===== src/rtl/core/assert_macros.svh =====
// Assertion macros used by the GF(2^128) multiplier top level.
// No dependencies; define NO_ASSERTIONS to compile the checks out.
`ifndef ASSERT_MACROS_SVH
`define ASSERT_MACROS_SVH
`ifndef NO_ASSERTIONS
// Same-cycle implication, disabled while in reset.
`define ASSERT_IMPL(lbl, clk, rst_n, ante, cons, msg) \
  lbl: assert property (@(posedge clk) disable iff (!rst_n) (ante) |-> (cons)) \
    else $error(msg);
// Next-cycle implication, disabled while in reset.
`define ASSERT_NEXT(lbl, clk, rst_n, ante, cons, msg) \
  lbl: assert property (@(posedge clk) disable iff (!rst_n) (ante) |=> (cons)) \
    else $error(msg);
`else
`define ASSERT_IMPL(lbl, clk, rst_n, ante, cons, msg)
`define ASSERT_NEXT(lbl, clk, rst_n, ante, cons, msg)
`endif
`endif


===== src/rtl/core/gf128m_pkg.sv =====
// Package for the GF(2^128) multiplier: widths, datapath types and the
// 32x32 carry-less product function. No dependencies.
`timescale 1ns / 1ps
package gf128m_pkg;

  localparam int unsigned HALF_W      = 64;
  localparam int unsigned FIELD_W     = 128;
  localparam int unsigned PROD_W      = 255;
  localparam int unsigned SLICE_W     = 32;
  localparam int unsigned NUM_SLICES  = FIELD_W / SLICE_W;
  localparam int unsigned PP_W        = 2 * SLICE_W - 1;
  localparam int unsigned NUM_PP      = NUM_SLICES * NUM_SLICES;
  // x^7 is the highest tap below x^128, so one fold spills 6 bits at most
  localparam int unsigned TAP_A       = 1;
  localparam int unsigned TAP_B       = 2;
  localparam int unsigned TAP_C       = 7;
  localparam int unsigned FOLD_W      = PROD_W - FIELD_W + TAP_C;
  localparam int unsigned IN_TDATA_W  = 4 * HALF_W;
  localparam int unsigned OUT_TDATA_W = 2 * HALF_W;

  typedef logic [PP_W-1:0]    pp_t;
  typedef pp_t [NUM_PP-1:0]   pp_arr_t;
  typedef logic [FIELD_W-1:0] field_t;
  typedef logic [PROD_W-1:0]  prod_t;
  typedef logic [FOLD_W-1:0]  fold_t;

  // Per-stage load enables, driven by the top-level flow control
  typedef struct packed {
    logic s1;
    logic s2;
    logic s3;
    logic s4;
  } pipe_en_t;

  // 32x32 carry-less product, 63 bits
  function automatic pp_t clmul32(input logic [SLICE_W-1:0] a,
                                  input logic [SLICE_W-1:0] b);
    pp_t acc;
    acc = '0;
    for (int j = 0; j < SLICE_W; j++) begin
      if (b[j]) begin
        acc = acc ^ (pp_t'(a) << j);
      end
    end
    return acc;
  endfunction

endpackage


===== src/rtl/core/gf128m_accum.sv =====
// Stage 2: merges the partial products into the 255-bit carry-less product.
// Depends on gf128m_pkg.
`timescale 1ns / 1ps
module gf128m_accum (
  input  logic                clk,
  input  gf128m_pkg::pipe_en_t en,
  input  gf128m_pkg::pp_arr_t pp,
  output gf128m_pkg::prod_t   prod
);
  import gf128m_pkg::*;

  prod_t prod_nxt;
  prod_t prod_r;

  // slice pair (i, j) sits at bit 32*(i+j); at most seven terms per bit
  always_comb begin
    prod_nxt = '0;
    for (int i = 0; i < NUM_SLICES; i++) begin
      for (int j = 0; j < NUM_SLICES; j++) begin
        prod_nxt = prod_nxt ^ (prod_t'(pp[i*NUM_SLICES + j]) << (SLICE_W * (i + j)));
      end
    end
  end

  always_ff @(posedge clk) begin
    if (en.s2) begin
      prod_r <= prod_nxt;
    end
  end

  assign prod = prod_r;

endmodule


===== config.mk =====
export PLATFORM = sky130hd
export DESIGN_NAME = gf128m_accum
export DESIGN_NICKNAME = d
export VERILOG_FILES = /design/src/rtl/core/assert_macros.svh /design/src/rtl/core/gf128m_pkg.sv /design/src/rtl/core/gf128m_accum.sv
export SDC_FILE = /design/constraint.sdc
export NUM_CORES = 1
export LEC_CHECK = 0
export ABC_AREA = 1
export BUFFER_PORTS_ARGS = -buffer_cell sky130_fd_sc_hd__buf_2
export CAP_MARGIN = 20
export CORE_AREA = 3 3 487 489
export DETAILED_ROUTE_END_ITERATION = 10
export DIE_AREA = 0 0 490 492
export GPL_TIMING_DRIVEN = 1
export MAX_ROUTING_LAYER = met4
export SLEW_MARGIN = 20
export SYNTH_ARGS = -nofsm -noshare
export SYNTH_HDL_FRONTEND = slang
export SYNTH_SLANG_ARGS = --single-unit

===== constraint.sdc =====
create_clock -name clk -period 0.9 [get_ports clk]
set_input_delay 0.225 -clock clk [delete_from_list [all_inputs] [get_ports clk]]
set_output_delay 0.225 -clock clk [all_outputs]
set_load 0.01 [all_outputs]

==> qor.yml <==
placement:
  placed_cells: 7656
  place_hpwl_um: 152500
  placement.setup.worst_slack_ns: -0.4728
  place_congestion: 1.011
  buffer_ports.inserted: 1264
detailed_routing:
  drt.antenna.violating_nets: 0
  num_vias: 26190
  postRouteWirelength_um: 171600
  drt_iter0_markers: 1841
  avgViaCountPerCell: 3.181
  routed_wire_length_per_instance_um: 20.84
  drcViolationCount: 0
  drtPass1Iterations: 6
finish:
  layoutNonFillerInstCount: 8233
  layout.cells.most_common_list: "nand2_1, buf_2, inv_1"
  layout.area.seq_sq_mm: 0.007657
  finalNetCount: 5979
  final_core_utilization: 0.1668
  fill_cells: 26230
  commonest_non_fill_non_tap_cell_in_the_layout: "nand2_1"
  drive_above_1_share: 0.2918
  largest_reg_flops: 255
  area.growth.synth_to_final_pct: 94.19
  multiInputGateArea_sq_mm: 0.01043
min_path:
  worstHoldStart: "pp[942]"
  whs_endpoint: "prod[220]"
  holdPathStages: 3
  min-delay-path-class: "input pin to flop"
setup_path:
  worst-path-max-fanout: 1
  critical_path_depth: 2
  timing.critical_path.slowest_cell_delay_ns: 0.50
  worstPathCellList: "buf_6 -> buf_6"
  worst-setup-path-type: "flop to primary output"
  worstPathBufferInverterCount: 2
  critical-path-top-delay-family: "flip-flops"
  timing.critical_path.arrival_ns: 1.42
  crit_path_start_kind: "flop"
  cp.required_ns: 0.67
  critPathCaptureType: "primary output"
  critical_path.most_common_cell: "buf_6"
  timing.critical_path.slowest_stage_cell: "edfxtp_1"
outcome:
  run_status: "finished, violations left"
  failed_checks: "negative setup slack"
floorplan:
  total_die_area_sq_mm: 0.2411
  die_w_um: 490
  design.core.area_sq_mm: 0.2328
  pin_count: 1268
  initial_utilization: 0.08590
  placement_rows: 177
  die_h_um: 492
cts:
  htree_num_levels: 2
  clkTransAtPathRegs_ns: 0.06
  max-clock-path-buffers: 3
  tritoncts_buffer_count: 41
  clock_tree.root_cell: "clkbuf_16"
  cts_tree: "yes"
  cts.sink_count: 255
timing:
  timing.final.setup_violations: 281
  slew_headroom: 0.7320
  achievable-frequency_ghz: 0.6061
  post-route-period-util: 1.833
  rsz0062_at_grt: "true"
  finalHoldViolCount: 0
  tns_ns: -129.70
  final.setup.worst_slack_ns: -0.7500
  final_max_slew_viol_count: 0
  timing.final.crit_period_ns: 1.650
  max_slew.worst_pin.slew_ns: 0.4005
power_and_ir_drop:
  power_density_mw_per_mm2: 1299
  maximum_ir_drop_on_the_vdd_rail_mv: 1.170
  static-leakage-power_nw: 21.12
  power_mw: 50.43
grt:
  pin_count_of_the_biggest_net_entering_global_routing: 52
  antenna_violations_before_repair: 190
  grt_first_pass_wirelength_um: 217800
  gr-total-overflow: 0
  grt_use_total: 0.1396
  first_global_vias: 24370
logic_synthesis:
  yosys_warnings: 0
  synthesized_netlist_net_count: 4191
  synthesis.area_per_instance_sq_um: 6.291
  netlist_instances: 3178
  synth_area_sq_mm: 0.01999
  part_of_the_yosys_area_used_for_sequential_elements: 0.3830
  synth-seq-cells: 255
  netlist-cell-type-count: 8
flow_run:
  drv.max_cap_violation_count: 0
[timing repair]
action | CTS | global route
hold endpoints to repair | 229 | 0
setup buffers | 0 | 3
endpoints found under the setup margin | 255 | 316
pin swaps | 0 | 52
hold buffers | 425 | 0
resized for setup | 275 | 134
[report_power, final]
| group | switching (mW) | internal (mW) | leakage, nW |
|---|---|---|---|
| clock | 7.07 | 10.0 | 0.664 |
| combinational | 9.53 | 8.09 | 18.0 |
| sequential | 0.802 | 14.9 | 2.49 |
| total | 17.4 | 33.0 | 21.1 |
[cells by family (layout without fill, tap and decap cells)]
family,after synthesis,after routing,synth area share
flops,255,255,0.3830
xor+xnor,195,195,0.08542
simple gates,2108,2108,0.4152
other cells,0,104,0
buf+inv,620,2439,0.1164
[synth_stat cells]
library cell | number | area share
inv_1 | 620 | 0.12
nand2_1 | 1736 | 0.33
nor2_1 | 124 | 0.023
nand3_1 | 186 | 0.047
or2_1 | 62 | 0.019
edfxtp_1 | 255 | 0.38
xnor2_1 | 130 | 0.057
xor2_1 | 65 | 0.028
[cell type report]
class | instances | area share
Timing Repair Buffer | 1745 | 0.3312
Multi-Input combinational cell | 2303 | 0.2687
Sequential cell | 255 | 0.1972
Tap cell | 3132 | 0.1009
Inverter | 620 | 0.05994
Clock buffer | 49 | 0.02775
Clock inverter | 25 | 0.007606
Antenna cell | 104 | 0.006703
[metrics by stage]
stage / instance area (sq um) / hold slack [ns]
2_1_floorplan: 19990 / 0.3239
3_3_place_gp: 31600 / 0.4009
3_5_place_dp: 31600 / 0.4031
4_1_cts: 38110 / 0.0002210
5_1_grt: 38770 / 0.03532
6_report: 38820 / 0.07825
[routing by layer]
layer  part of all wire  routed length [um]  track usage  vias up
met5                  0                   0            -        -
met4              0.044                7499      0.05467        0
met1               0.37               62830       0.1455    11420
met2               0.47               79940       0.2276     1335
met3               0.12               21350      0.06617      317
li1                   -                   -            -    13110
[worst max path at each step]
stage               from         to  slack [ns]
6_report       prod[137]  prod[137]       -0.75
5_1_grt        prod[137]  prod[137]       -0.84
4_1_cts        prod[137]  prod[137]       -0.88
3_5_place_dp     pp[139]   prod[77]       -0.47
3_3_place_gp     pp[139]   prod[77]       -0.53
2_1_floorplan    pp[693]  prod[160]       -0.01
No activity file was read; power rests on OpenSTA's default activity.
