### src/rtl/core/assert_macros.svh
// Assertion macros used by the GF(2^128) multiplier top level.
// No dependencies; define NO_ASSERTIONS to compile the checks out.
`ifndef ASSERT_MACROS_SVH
`define ASSERT_MACROS_SVH
`ifndef NO_ASSERTIONS
// Same-cycle implication, disabled while in reset.
`define ASSERT_IMPL(lbl, clk, rst_n, ante, cons, msg) \
  lbl: assert property (@(posedge clk) disable iff (!rst_n) (ante) |-> (cons)) \
    else $error(msg);
// Next-cycle implication, disabled while in reset.
`define ASSERT_NEXT(lbl, clk, rst_n, ante, cons, msg) \
  lbl: assert property (@(posedge clk) disable iff (!rst_n) (ante) |=> (cons)) \
    else $error(msg);
`else
`define ASSERT_IMPL(lbl, clk, rst_n, ante, cons, msg)
`define ASSERT_NEXT(lbl, clk, rst_n, ante, cons, msg)
`endif
`endif

### src/rtl/core/gf128m_pkg.sv
// Package for the GF(2^128) multiplier: widths, datapath types and the
// 32x32 carry-less product function. No dependencies.
`timescale 1ns / 1ps
package gf128m_pkg;

  localparam int unsigned HALF_W      = 64;
  localparam int unsigned FIELD_W     = 128;
  localparam int unsigned PROD_W      = 255;
  localparam int unsigned SLICE_W     = 32;
  localparam int unsigned NUM_SLICES  = FIELD_W / SLICE_W;
  localparam int unsigned PP_W        = 2 * SLICE_W - 1;
  localparam int unsigned NUM_PP      = NUM_SLICES * NUM_SLICES;
  // x^7 is the highest tap below x^128, so one fold spills 6 bits at most
  localparam int unsigned TAP_A       = 1;
  localparam int unsigned TAP_B       = 2;
  localparam int unsigned TAP_C       = 7;
  localparam int unsigned FOLD_W      = PROD_W - FIELD_W + TAP_C;
  localparam int unsigned IN_TDATA_W  = 4 * HALF_W;
  localparam int unsigned OUT_TDATA_W = 2 * HALF_W;

  typedef logic [PP_W-1:0]    pp_t;
  typedef pp_t [NUM_PP-1:0]   pp_arr_t;
  typedef logic [FIELD_W-1:0] field_t;
  typedef logic [PROD_W-1:0]  prod_t;
  typedef logic [FOLD_W-1:0]  fold_t;

  // Per-stage load enables, driven by the top-level flow control
  typedef struct packed {
    logic s1;
    logic s2;
    logic s3;
    logic s4;
  } pipe_en_t;

  // 32x32 carry-less product, 63 bits
  function automatic pp_t clmul32(input logic [SLICE_W-1:0] a,
                                  input logic [SLICE_W-1:0] b);
    pp_t acc;
    acc = '0;
    for (int j = 0; j < SLICE_W; j++) begin
      if (b[j]) begin
        acc = acc ^ (pp_t'(a) << j);
      end
    end
    return acc;
  endfunction

endpackage

### src/rtl/core/gf128m_reduce.sv
// Stages 3 and 4: reduction modulo x^128 + x^7 + x^2 + x + 1 in two folds.
// Depends on gf128m_pkg.
`timescale 1ns / 1ps
module gf128m_reduce (
  input  logic                clk,
  input  gf128m_pkg::pipe_en_t en,
  input  gf128m_pkg::prod_t   prod,
  output gf128m_pkg::field_t  res
);
  import gf128m_pkg::*;

  localparam int unsigned HI_W    = PROD_W - FIELD_W;
  localparam int unsigned SPILL_W = FOLD_W - FIELD_W;

  logic [HI_W-1:0]    hi;
  logic [SPILL_W-1:0] spill;
  fold_t              fold_nxt;
  fold_t              fold_r;
  field_t             res_nxt;
  field_t             res_r;

  // first fold: H*x^128 == H*(x^7 + x^2 + x + 1), may spill above x^127
  assign hi = prod[PROD_W-1:FIELD_W];

  always_comb begin
    fold_nxt = fold_t'(prod[FIELD_W-1:0]) ^ fold_t'(hi)
             ^ (fold_t'(hi) << TAP_A) ^ (fold_t'(hi) << TAP_B)
             ^ (fold_t'(hi) << TAP_C);
  end

  always_ff @(posedge clk) begin
    if (en.s3) begin
      fold_r <= fold_nxt;
    end
  end

  // second fold: the spill is short, its image stays below x^128
  assign spill = fold_r[FOLD_W-1:FIELD_W];

  always_comb begin
    res_nxt = fold_r[FIELD_W-1:0] ^ field_t'(spill)
            ^ (field_t'(spill) << TAP_A) ^ (field_t'(spill) << TAP_B)
            ^ (field_t'(spill) << TAP_C);
  end

  always_ff @(posedge clk) begin
    if (en.s4) begin
      res_r <= res_nxt;
    end
  end

  assign res = res_r;

endmodule

### config.mk
export PLATFORM = sky130hd
export DESIGN_NAME = gf128m_reduce
export DESIGN_NICKNAME = d
export VERILOG_FILES = /design/src/rtl/core/assert_macros.svh /design/src/rtl/core/gf128m_pkg.sv /design/src/rtl/core/gf128m_reduce.sv
export SDC_FILE = /design/constraint.sdc
export NUM_CORES = 1
export LEC_CHECK = 0
export BUFFER_PORTS_ARGS = -buffer_cell sky130_fd_sc_hd__buf_2
export CORE_MARGIN = 10
export CORE_UTILIZATION = 52
export CTS_CLUSTER_DIAMETER = 30
export DETAILED_ROUTE_END_ITERATION = 10
export PLACE_DENSITY = 0.8
export SYNTH_ARGS = -nofsm -noshare
export SYNTH_HDL_FRONTEND = slang
export SYNTH_SLANG_ARGS = --single-unit
### constraint.sdc
create_clock -name clk -period 1.13 [get_ports clk]
set_input_delay 0 -clock clk [delete_from_list [all_inputs] [get_ports clk]]
set_output_delay 0 -clock clk [all_outputs]
set_load 0.02 [all_outputs]
==> results of run 1 <==
worst paths after layout:
| kind | to | startpoint | slack, ns | depth (start not counted) |
|---|---|---|---|---|
| setup reg to reg | res[4] | fold_r[131] | 0 | 2 |
| hold / removal | fold_r[102] | prod[228] | 0.009 | 3 |
| hold reg to reg | res[74] | fold_r[74] | 0.41 | 0 |
| setup / recovery | res[38] | res[38] | -0.02 | 1 |
kinds of logic (layout without fill, tap and decap cells):
group	Yosys count	count (layout)
buffers and inverters	0	640
xor gates and xnor gates	342	342
other	0	7
DFF	262	262
flip-flops by register name, indices dropped and copies added, names as in the netlist:
signal / cells
res: 128
fold_r: 134
cell type report:
type | instances | area (um^2)
antenna | 7 | 17.5
clock buffer | 50 | 1170
clock inverter | 33 | 322
fill | 1243 | 5360
multi-input combinational | 342 | 4670
sequential | 262 | 7870
tap | 319 | 399
timing repair buffer | 557 | 3740
what timing repair did:
action / in CTS / in global routing
setup endpoints to repair: 5 / 11
resized for setup: 10 / 15
hold buffers: 157 / 1
endpoints found under the hold margin: 130 / 1
placed cells by master (no fill, tap or decap):
cell type and instances:
buf_2 372, edfxtp_1 262, dlygate4sd3_1 158, xor2_1 132
xnor3_1 120, xnor2_1 87, clkbuf_16 46, buf_6 12
buf_4 11, diode_2 7, inv_6 7, clkinv_2 6
clkinv_4 6, clkinv_1 5, clkbuf_1 4, inv_8 4
buf_12 4, bufinv_16 3, xor2_2 2, xnor2_2 1
clkinv_8 1, clkinvlp_4 1
power by group:
group / total (W) / internal, W / switching (W)
Combinational: 0.00588 / 0.00290 / 0.00298
Clock: 0.0131 / 0.00829 / 0.00480
Sequential: 0.0133 / 0.0128 / 0.000485
per-layer routing:
metal	up-vias	GRT usage (%)
li1	3479	-
met1	3823	22.9
met2	425	42.7
met3	118	6.68
met4	0	11.8
met5	-	0
metrics by stage:
stage          cell area [um^2]  setup TNS (ns)  power (W)  util (%)  hold WS, ns
3_3_place_gp              15000               0     0.0184      63.7        0.263
4_1_cts                   18100          -0.105     0.0322      76.9     0.000163
2_1_floorplan             12500               0     0.0164         -       0.0989
5_1_grt                   18200          -0.166     0.0333      77.2      0.00841
3_5_place_dp              15000               0     0.0186      63.7        0.263
6_report                  18200         -0.0233     0.0322      77.2      0.00884
==> run_results.csv, run 1 <==
group,metric,value,unit
status,status,"finished, violations left",
status,violations,"negative setup slack",
die,fp-row-count,56,
synthesis,yosysWarnings,0,
detailed_routing,drtPass1Iterations,4,
placement,place_inst,1322,
synthesis,synth_mux_area_share,0,%
die,die-area,30700,um^2
die,ios,388,
cts,clockBufferDepth,3,
synthesis,post-synth-top-count-cell,"edfxtp_1",
finish,final_nets,1469,
detailed_routing,via_per_inst,5.00,
run,cap_violations,0,
pwr,ir_drop,1.23,mV
sta,hold_viol_final,0,
cts,cts_root_buf,"clkbuf_16",
finish,syn_to_final_growth,45.3,%
detailed_routing,drtIter0Drc,503,
placement,pre_cts_ws,0.0538,ns
synthesis,synth_edf_count,262,
cts,post_cts_buffers,0,
pwr,leakagePower,8.22,nW
worst_hold_path,hp-class,"input port to flip-flop",
sta,slew_violations,0,
global_routing,track_usage,23.1,%
setup_path,crit_fanout,1,
cts,path_clk_slew,0.05,ns
global_routing,first_global_vias,8855,
synthesis,yosysTopAreaCell,"edfxtp_1",
synthesis,syn_nets,864,
setup_path,path_buf_inv,1,
global_routing,grt_max_degree,58,
synthesis,synthSimpleGateAreaFrac,0,%
die,core,23500,um^2
setup_path,worst_path_largest_cell_delay,0.46,ns
finish,drive_above_1_share,38.3,%
cts,clk_latency,0.52,ns
detailed_routing,vias,7845,
synthesis,synth-seq-cells,262,
synthesis,yosysUniqueCellTypes,4,
synthesis,synth_compound_area_share,0,%
global_routing,grt_first_pass_wirelength,53300,um
synthesis,synthCells,604,
detailed_routing,postRouteAntennaNets,0,
detailed_routing,wl_met3,2910,um
sta,finalSetupViolations,2,
setup_path,crit_chain,"buf_6",
die,die_y,175,um
setup_path,critPathTopFamily,"flip-flops",
sta,worst_slew_pin_slew,0.453,ns
detailed_routing,drc,0,
detailed_routing,dr_wl_met2,19800,um
synthesis,synth_area_leaders,"edfxtp_1 (63%), xnor3_1 (22%), xor2_1 (9.4%), xnor2_1 (6.2%)",
cts,cts_buffers,46,
detailed_routing,wl_met1,12200,um
global_routing,antenna_found_initial,8,
placement,place_congestion,0.882,
setup_path,worst_setup_path_start_kind,"flip-flop",
setup_path,timing_worst_setup_path_type,"flip-flop to output pin",
die,start_util,53.2,%
synthesis,synth_common_cells,"edfxtp_1 (262), xor2_1 (134), xnor3_1 (120)",
detailed_routing,wl,36800,um
setup_path,crit_slowest_cell,"edfxtp_1",
global_routing,grt_overflow,0,
synthesis,synth_top_family_by_area,"XOR/XNOR gates",
sta,fin_skew,0.0150,ns
sta,finalCriticalPeriod,1.15,ns
cts,htreeDepth,2,
sta,timing.fmax,868,MHz
sta,worst_slew_margin_rel,69.6,%
sta,fin_ws,-0.0220,ns
placement,portBuffers,385,
sta,min_period_over_period,102,%
finish,finalNonFillerCells,1570,
synthesis,syn_area_per_cell,20.7,um^2
synthesis,ys_seq_area_share,62.9,%
sta,rsz0062_at_grt,"yes",
die,die_w,175,um
placement,dp.final_hpwl,24300,um
pwr,powerDensity,1770,nW/um^2
cts,cts_sinks,262,
setup_path,endpoint_kind,"output pin",
setup_path,crit_arrival,1.15,ns
detailed_routing,highest_layer,"met4",
synthesis,netlist.area_leader.share,62.9,%
synthesis,syn_area,12500,um^2
synthesis,synth_fa_ha_area_share,0,%
setup_path,cp.required,1.13,ns
cts,tritoncts,"yes",
synthesis,synthFlopType,"edfxtp_1",
detailed_routing,wire_per_inst,23.4,um
synthesis,synth_xor_area_share,37.1,%
synthesis,async_flop_share,0,%
No activity file was read; power rests on OpenSTA's default activity.
==> run 2: changes to the inputs <==
--- a/config.mk
+++ b/config.mk
@@ -10,7 +10,7 @@
 export CORE_UTILIZATION = 52
 export CTS_CLUSTER_DIAMETER = 30
 export DETAILED_ROUTE_END_ITERATION = 10
-export PLACE_DENSITY = 0.8
+export PLACE_DENSITY = 0.85
 export SYNTH_ARGS = -nofsm -noshare
 export SYNTH_HDL_FRONTEND = slang
 export SYNTH_SLANG_ARGS = --single-unit
==> run 2 against run 1 <==
Die area is the same. Sequential cell count stayed put. Register-to-register slack got worse by 0.09 ns. The run still ends with negative setup slack left. Critical path type is now flip-flop to flip-flop. Clock-buffer cell count down 2. Hold slack gained 0.0083 ns. Combinational power fell by 0.9%. Power grew 0.73%. Clock skew shrank 0.0023 ns. First-iteration DRC count increased by 0.40%. Critical path depth rose by 1. Routed wire length increased by 2.2%.
==> run_results.csv, run 2 (synthesis results as in run 1) <==
group,metric,value,unit
cts,cts_root_buf,"clkbuf_16",
cts,cts_buffers,46,
die,ios,388,
status,status,"finished, violations left",
sta,hold_viol_final,0,
sta,rsz0062_at_grt,"yes",
detailed_routing,drtPass1Iterations,4,
setup_path,reg2reg_slack,-0.09,ns
placement,dp.final_hpwl,24600,um
sta,slew_violations,0,
detailed_routing,drtIter0Drc,505,
placement,portBuffers,385,
pwr,ir_drop,1.31,mV
die,start_util,53.2,%
detailed_routing,wire_per_inst,24.2,um
global_routing,antenna_found_initial,7,
setup_path,crit_slowest_cell,"edfxtp_1",
sta,worst_slew_margin_rel,71.0,%
sta,finalCriticalPeriod,1.22,ns
finish,largest_register_ffs,134,
finish,layout_common_cells,"buf_2 (374), edfxtp_1 (262), xor2_1 (132)",
sta,worst_slew_pin_slew,0.431,ns
detailed_routing,wl,37600,um
die,die_w,175,um
setup_path,cp-endpoint,"res[3]",
detailed_routing,via_per_inst,4.94,
setup_path,timing_worst_setup_path_type,"flip-flop to flip-flop",
global_routing,grt_overflow,0,
finish,fillCellCount,1265,
sta,fin_setup_tns,-0.204,ns
die,fp-row-count,56,
sta,timing.fmax,821,MHz
sta,fin_ws,-0.0875,ns
setup_path,r2r-end,"res[3]",
sta,min_period_over_period,108,%
setup_path,endpoint_kind,"flip-flop",
detailed_routing,vias,7667,
finish,syn_to_final_growth,43.7,%
setup_path,crit_arrival,1.54,ns
global_routing,track_usage,23.5,%
pwr,leakagePower,8.14,nW
finish,final_nets,1449,
global_routing,first_global_vias,8632,
cts,path_clk_slew,0.06,ns
status,violations,"negative setup slack",
die,core,23500,um^2
sta,finalSetupViolations,6,
setup_path,r2r_cells,2,
cts,cts_sinks,262,
cts,tritoncts,"yes",
finish,regMostFlops,"fold_r",
setup_path,startpoint,"fold_r[130]",
setup_path,worst_setup_path_start_kind,"flip-flop",
placement,placed_area,15100,um^2
detailed_routing,drc,0,
global_routing,grt_first_pass_wirelength,53700,um
sta,fin_skew,0.0128,ns
placement,pre_cts_ws,0.0232,ns
setup_path,crit_fanout,3,
die,die_y,175,um
finish,final_area,18000,um^2
detailed_routing,postRouteAntennaNets,0,
global_routing,grt_max_degree,58,
cts,clk_latency,0.52,ns
die,die-area,30700,um^2
placement,place_congestion,0.921,
run,cap_violations,0,
finish,final_common_cell,"buf_2",
worst_hold_path,hp-class,"input port to flip-flop",
pwr,powerDensity,1810,nW/um^2
finish,drive_above_1_share,39.7,%
cts,htreeDepth,2,
cts,clockBufferDepth,3,
setup_path,crit_chain,"xor2_2 -> xnor2_1",
setup_path,worst_path_largest_cell_delay,0.50,ns
pwr,power,0.0325,W
setup_path,r2r-start,"fold_r[130]",
setup_path,cp.required,1.45,ns
==> run 2: cell types whose count changed in the layout (fill, tap and decap cells not counted), sizes merged <==
| cell | change |
|---|---|
| clkinvlp | +5 |
| inv | +1 |
| dlygate4sd3 | -28 |
| clkbuf | -2 |
| clkinv | -3 |
| buf | +8 |
==> run 2: stage by stage <==
step	utilization (%)	std cells	hold slack, ns
floorplan	-	604	0.0989
global placement	63.9	1327	0.259
detailed placement	63.9	1327	0.254
CTS	76.1	1541	0.000239
global route	76.4	1551	0.00236
finish	76.4	1551	0.0171
==> run 2: critical path: cells and delay by family, from the launching register on <==
family      cells  cell delay [ns]
XOR/XNOR        2             0.52
flip-flops      1             0.50
==> run 2: how the worst min path moves through the flow <==
| stage | start | to | slack, ns | cells after the start |
|---|---|---|---|---|
| global route | prod[98] | fold_r[98] | 0.002 | 3 |
| global placement | prod[250] | fold_r[129] | 0.26 | 1 |
| CTS | prod[67] | fold_r[67] | 0.0002 | 3 |
| floorplan | prod[250] | fold_r[129] | 0.1 | 0 |
| finish | prod[20] | fold_r[20] | 0.02 | 3 |
| detailed placement | prod[250] | fold_r[129] | 0.25 | 1 |
==> run 2: power breakdown <==
part,switching [W],leakage [nW],internal (W)
Clock,0.00493,0.733,0.00843
Combinational,0.00299,4.84,0.00284
Sequential,0.000499,2.56,0.0128
Total,0.00842,8.14,0.0241
==> run 2: final cells by class <==
| type | instances | area (um^2) | area share (%) |
|---|---|---|---|
| Antenna cell | 7 | 17.5 | 0.0974 |
| Clock buffer | 48 | 1180 | 6.56 |
| Clock inverter | 36 | 338 | 1.88 |
| Multi-Input combinational cell | 342 | 4660 | 25.9 |
| Sequential cell | 262 | 7870 | 43.7 |
| Tap cell | 319 | 399 | 2.22 |
| Timing Repair Buffer | 537 | 3520 | 19.6 |
==> run 2: repair_timing <==
action | CTS | global route
setup buffers | 0 | 3
endpoints found under the hold margin | 129 | 0
resized for setup | 13 | 7
hold buffers | 130 | 0
pin swaps | 0 | 3
endpoints found under the setup margin | 7 | 12
==> run 2: layer usage <==
metal | global-route usage, % | vias up | routed length, um
met3 | 6.29 | 102 | 2800
met5 | 0 | - | 0
li1 | - | 3428 | -
met4 | 11.9 | 0 | 1780
met2 | 42.5 | 395 | 20100
met1 | 24.7 | 3742 | 12900
==> run 3: changes to the inputs <==
--- a/config.mk
+++ b/config.mk
@@ -11,6 +11,7 @@
 export CTS_CLUSTER_DIAMETER = 30
 export DETAILED_ROUTE_END_ITERATION = 10
 export PLACE_DENSITY = 0.85
+export SETUP_SLACK_MARGIN = 0.5
 export SYNTH_ARGS = -nofsm -noshare
 export SYNTH_HDL_FRONTEND = slang
 export SYNTH_SLANG_ARGS = --single-unit
==> run 3 against run 2 <==
The run ends with negative hold slack, negative setup slack left. Sequential cell count did not move. Hold slack got worse by 0.19 ns. Routed wire length fell by 7.0%. Sequential share of layout area rose by 0.33 points. Fmax rose by 6.1%. Largest power group unchanged. Highest routed layer unchanged.
==> run_results.csv, run 3 (synthesis results as in run 1) <==
group,metric,value,unit
cts,cts_root_buf,"clkbuf_16",
global_routing,first_global_vias,8309,
global_routing,grt_max_degree,41,
setup_path,critPathTopFamily,"flip-flops",
sta,min_period_over_period,102,%
detailed_routing,vias,7276,
sta,slew_violations,0,
global_routing,track_usage,22.0,%
sta,fin_skew,0.0160,ns
setup_path,crit_chain,"buf_6",
cts,cts_sinks,262,
detailed_routing,via_per_inst,5.07,
pwr,swShare,25.3,%
finish,layout_common_cells,"edfxtp_1 (262), buf_2 (255), buf_6 (132)",
sta,fin_ws,-0.0178,ns
finish,final_common_cell,"edfxtp_1",
global_routing,antenna_found_initial,3,
finish,final_nets,1335,
setup_path,crit_arrival,1.15,ns
detailed_routing,drtPass1Iterations,4,
detailed_routing,wl,34900,um
pwr,p_int,0.0257,W
setup_path,crit_slowest_cell,"edfxtp_1",
die,die-area,30700,um^2
global_routing,grt_overflow,0,
sta,whs,-0.169,ns
cts,tritoncts,"yes",
placement,portBuffers,385,
pwr,leakagePower,8.11,nW
sta,rsz0062_at_grt,"yes",
die,fp-row-count,56,
sta,timing.fmax,871,MHz
finish,regMostFlops,"fold_r",
run,cap_violations,0,
cts,htreeDepth,2,
pwr,p_sw,0.00867,W
sta,finalCriticalPeriod,1.15,ns
detailed_routing,drtIter0Drc,503,
placement,placed_area,15100,um^2
finish,drive_above_1_share,45.3,%
global_routing,grt_first_pass_wirelength,50600,um
setup_path,path_buf_inv,1,
die,die_w,175,um
setup_path,worst_setup_path_start_kind,"flip-flop",
sta,worst_slew_margin_rel,70.5,%
setup_path,crit_fanout,1,
die,die_y,175,um
setup_path,cp.required,1.13,ns
cts,path_clk_slew,0.06,ns
finish,syn_to_final_growth,42.6,%
cts,postCtsHoldBufs,12,
placement,place_congestion,0.912,
pwr,pwr-share-comb,17.8,%
finish,final_area,17800,um^2
pwr,power.share.clock,43.1,%
setup_path,worst_path_largest_cell_delay,0.44,ns
sta,fin_setup_tns,-0.0204,ns
die,start_util,53.2,%
pwr,powerDensity,1920,nW/um^2
worst_hold_path,hp-class,"input port to flip-flop",
die,ios,388,
sta,worst_slew_pin_slew,0.439,ns
cts,clockBufferDepth,3,
status,violations,"negative hold slack, negative setup slack",
die,core,23500,um^2
cts,clk_latency,0.54,ns
sta,hold_viol_final,84,
cts,cts_buffers,50,
pwr,ir_drop,1.23,mV
status,status,"finished, violations left",
finish,largest_register_ffs,134,
setup_path,timing_worst_setup_path_type,"flip-flop to output pin",
detailed_routing,drc,0,
placement,dp.final_hpwl,24800,um
detailed_routing,postRouteAntennaNets,0,
finish,fillCellCount,1268,
detailed_routing,wire_per_inst,24.3,um
setup_path,endpoint_kind,"output pin",
pwr,seq_power_share,39.2,%
sta,finalSetupViolations,2,
## run 3: cell count changes in the layout (fill, tap and decap cells not counted), moves of 4 or more
| cell | change |
|---|---|
| xnor2_2 | +8 |
| buf_4 | -4 |
| buf_2 | -119 |
| dlymetal6s4s_1 | +8 |
| dlygate4sd3_1 | -126 |
| xnor2_1 | -8 |
| diode_2 | -4 |
| buf_6 | +122 |
## run 3: per-layer routing
metal | part of all wire (%) | routed length, um | up-vias | GRT usage [%]
li1 | - | - | 3204 | -
met1 | 35 | 12200 | 3603 | 23.2
met2 | 53 | 18700 | 381 | 39.1
met3 | 7.7 | 2680 | 88 | 7.16
met4 | 4.1 | 1430 | 0 | 9.96
met5 | 0 | 0 | - | 0
## run 3: path summary, 6_finish.rpt
check / from / endpoint / slack, ns / cells past startpoint
setup / recovery: res[12] / res[12] / -0.02 / 1
hold / removal: en[0] / res[83] / -0.17 / 1
setup reg to reg: fold_r[130] / res[3] / 0 / 2
hold reg to reg: fold_r[64] / res[64] / 0.41 / 0
## run 3: cell type report
cell class	count	area, um^2	share of cell area [%]
Clock inverter	38	439	2.46
Tap cell	319	399	2.24
Timing Repair Buffer	419	3130	17.5
Antenna cell	3	7.51	0.0421
Multi-Input combinational cell	342	4740	26.6
Sequential cell	262	7870	44.1
Clock buffer	53	1260	7.07
## run 3: stage by stage
stage | util [%] | power (W) | setup WS (ns) | std cells | hold WS, ns
after global routing | 75.8 | 0.0355 | -0.0332 | 1436 | -0.190
after floorplan | - | 0.0164 | 0.0993 | 604 | 0.0989
after detailed placement | 63.9 | 0.0186 | -0.0219 | 1325 | 0.264
after global placement | 63.9 | 0.0184 | 0.0606 | 1325 | 0.261
after CTS | 75.4 | 0.0344 | -0.0183 | 1432 | -0.191
final | 75.8 | 0.0343 | -0.0178 | 1436 | -0.169
## run 3: worst reg2reg max path: stages, from the launching register on
cell and delay, ns:
edfxtp_1 0.46, xor2_2 0.23, xnor2_1 0.17
## run 3: repair_timing
action	CTS	global route
buffers inserted	4	1
pin swaps	7	3
endpoints found under the setup margin	162	205
resized for setup	262	18
hold endpoints to repair	139	76
## run 3: power groups by stage
stage / sequential (W) / clock (W) / combinational, W
4_1_cts: 0.0134 / 0.0150 / 0.00601
3_3_place_gp: 0.0133 / 0 / 0.00508
3_5_place_dp: 0.0134 / 0 / 0.00522
5_1_grt: 0.0136 / 0.0155 / 0.00642
6_report: 0.0134 / 0.0148 / 0.00610
2_1_floorplan: 0.0140 / 0 / 0.00236
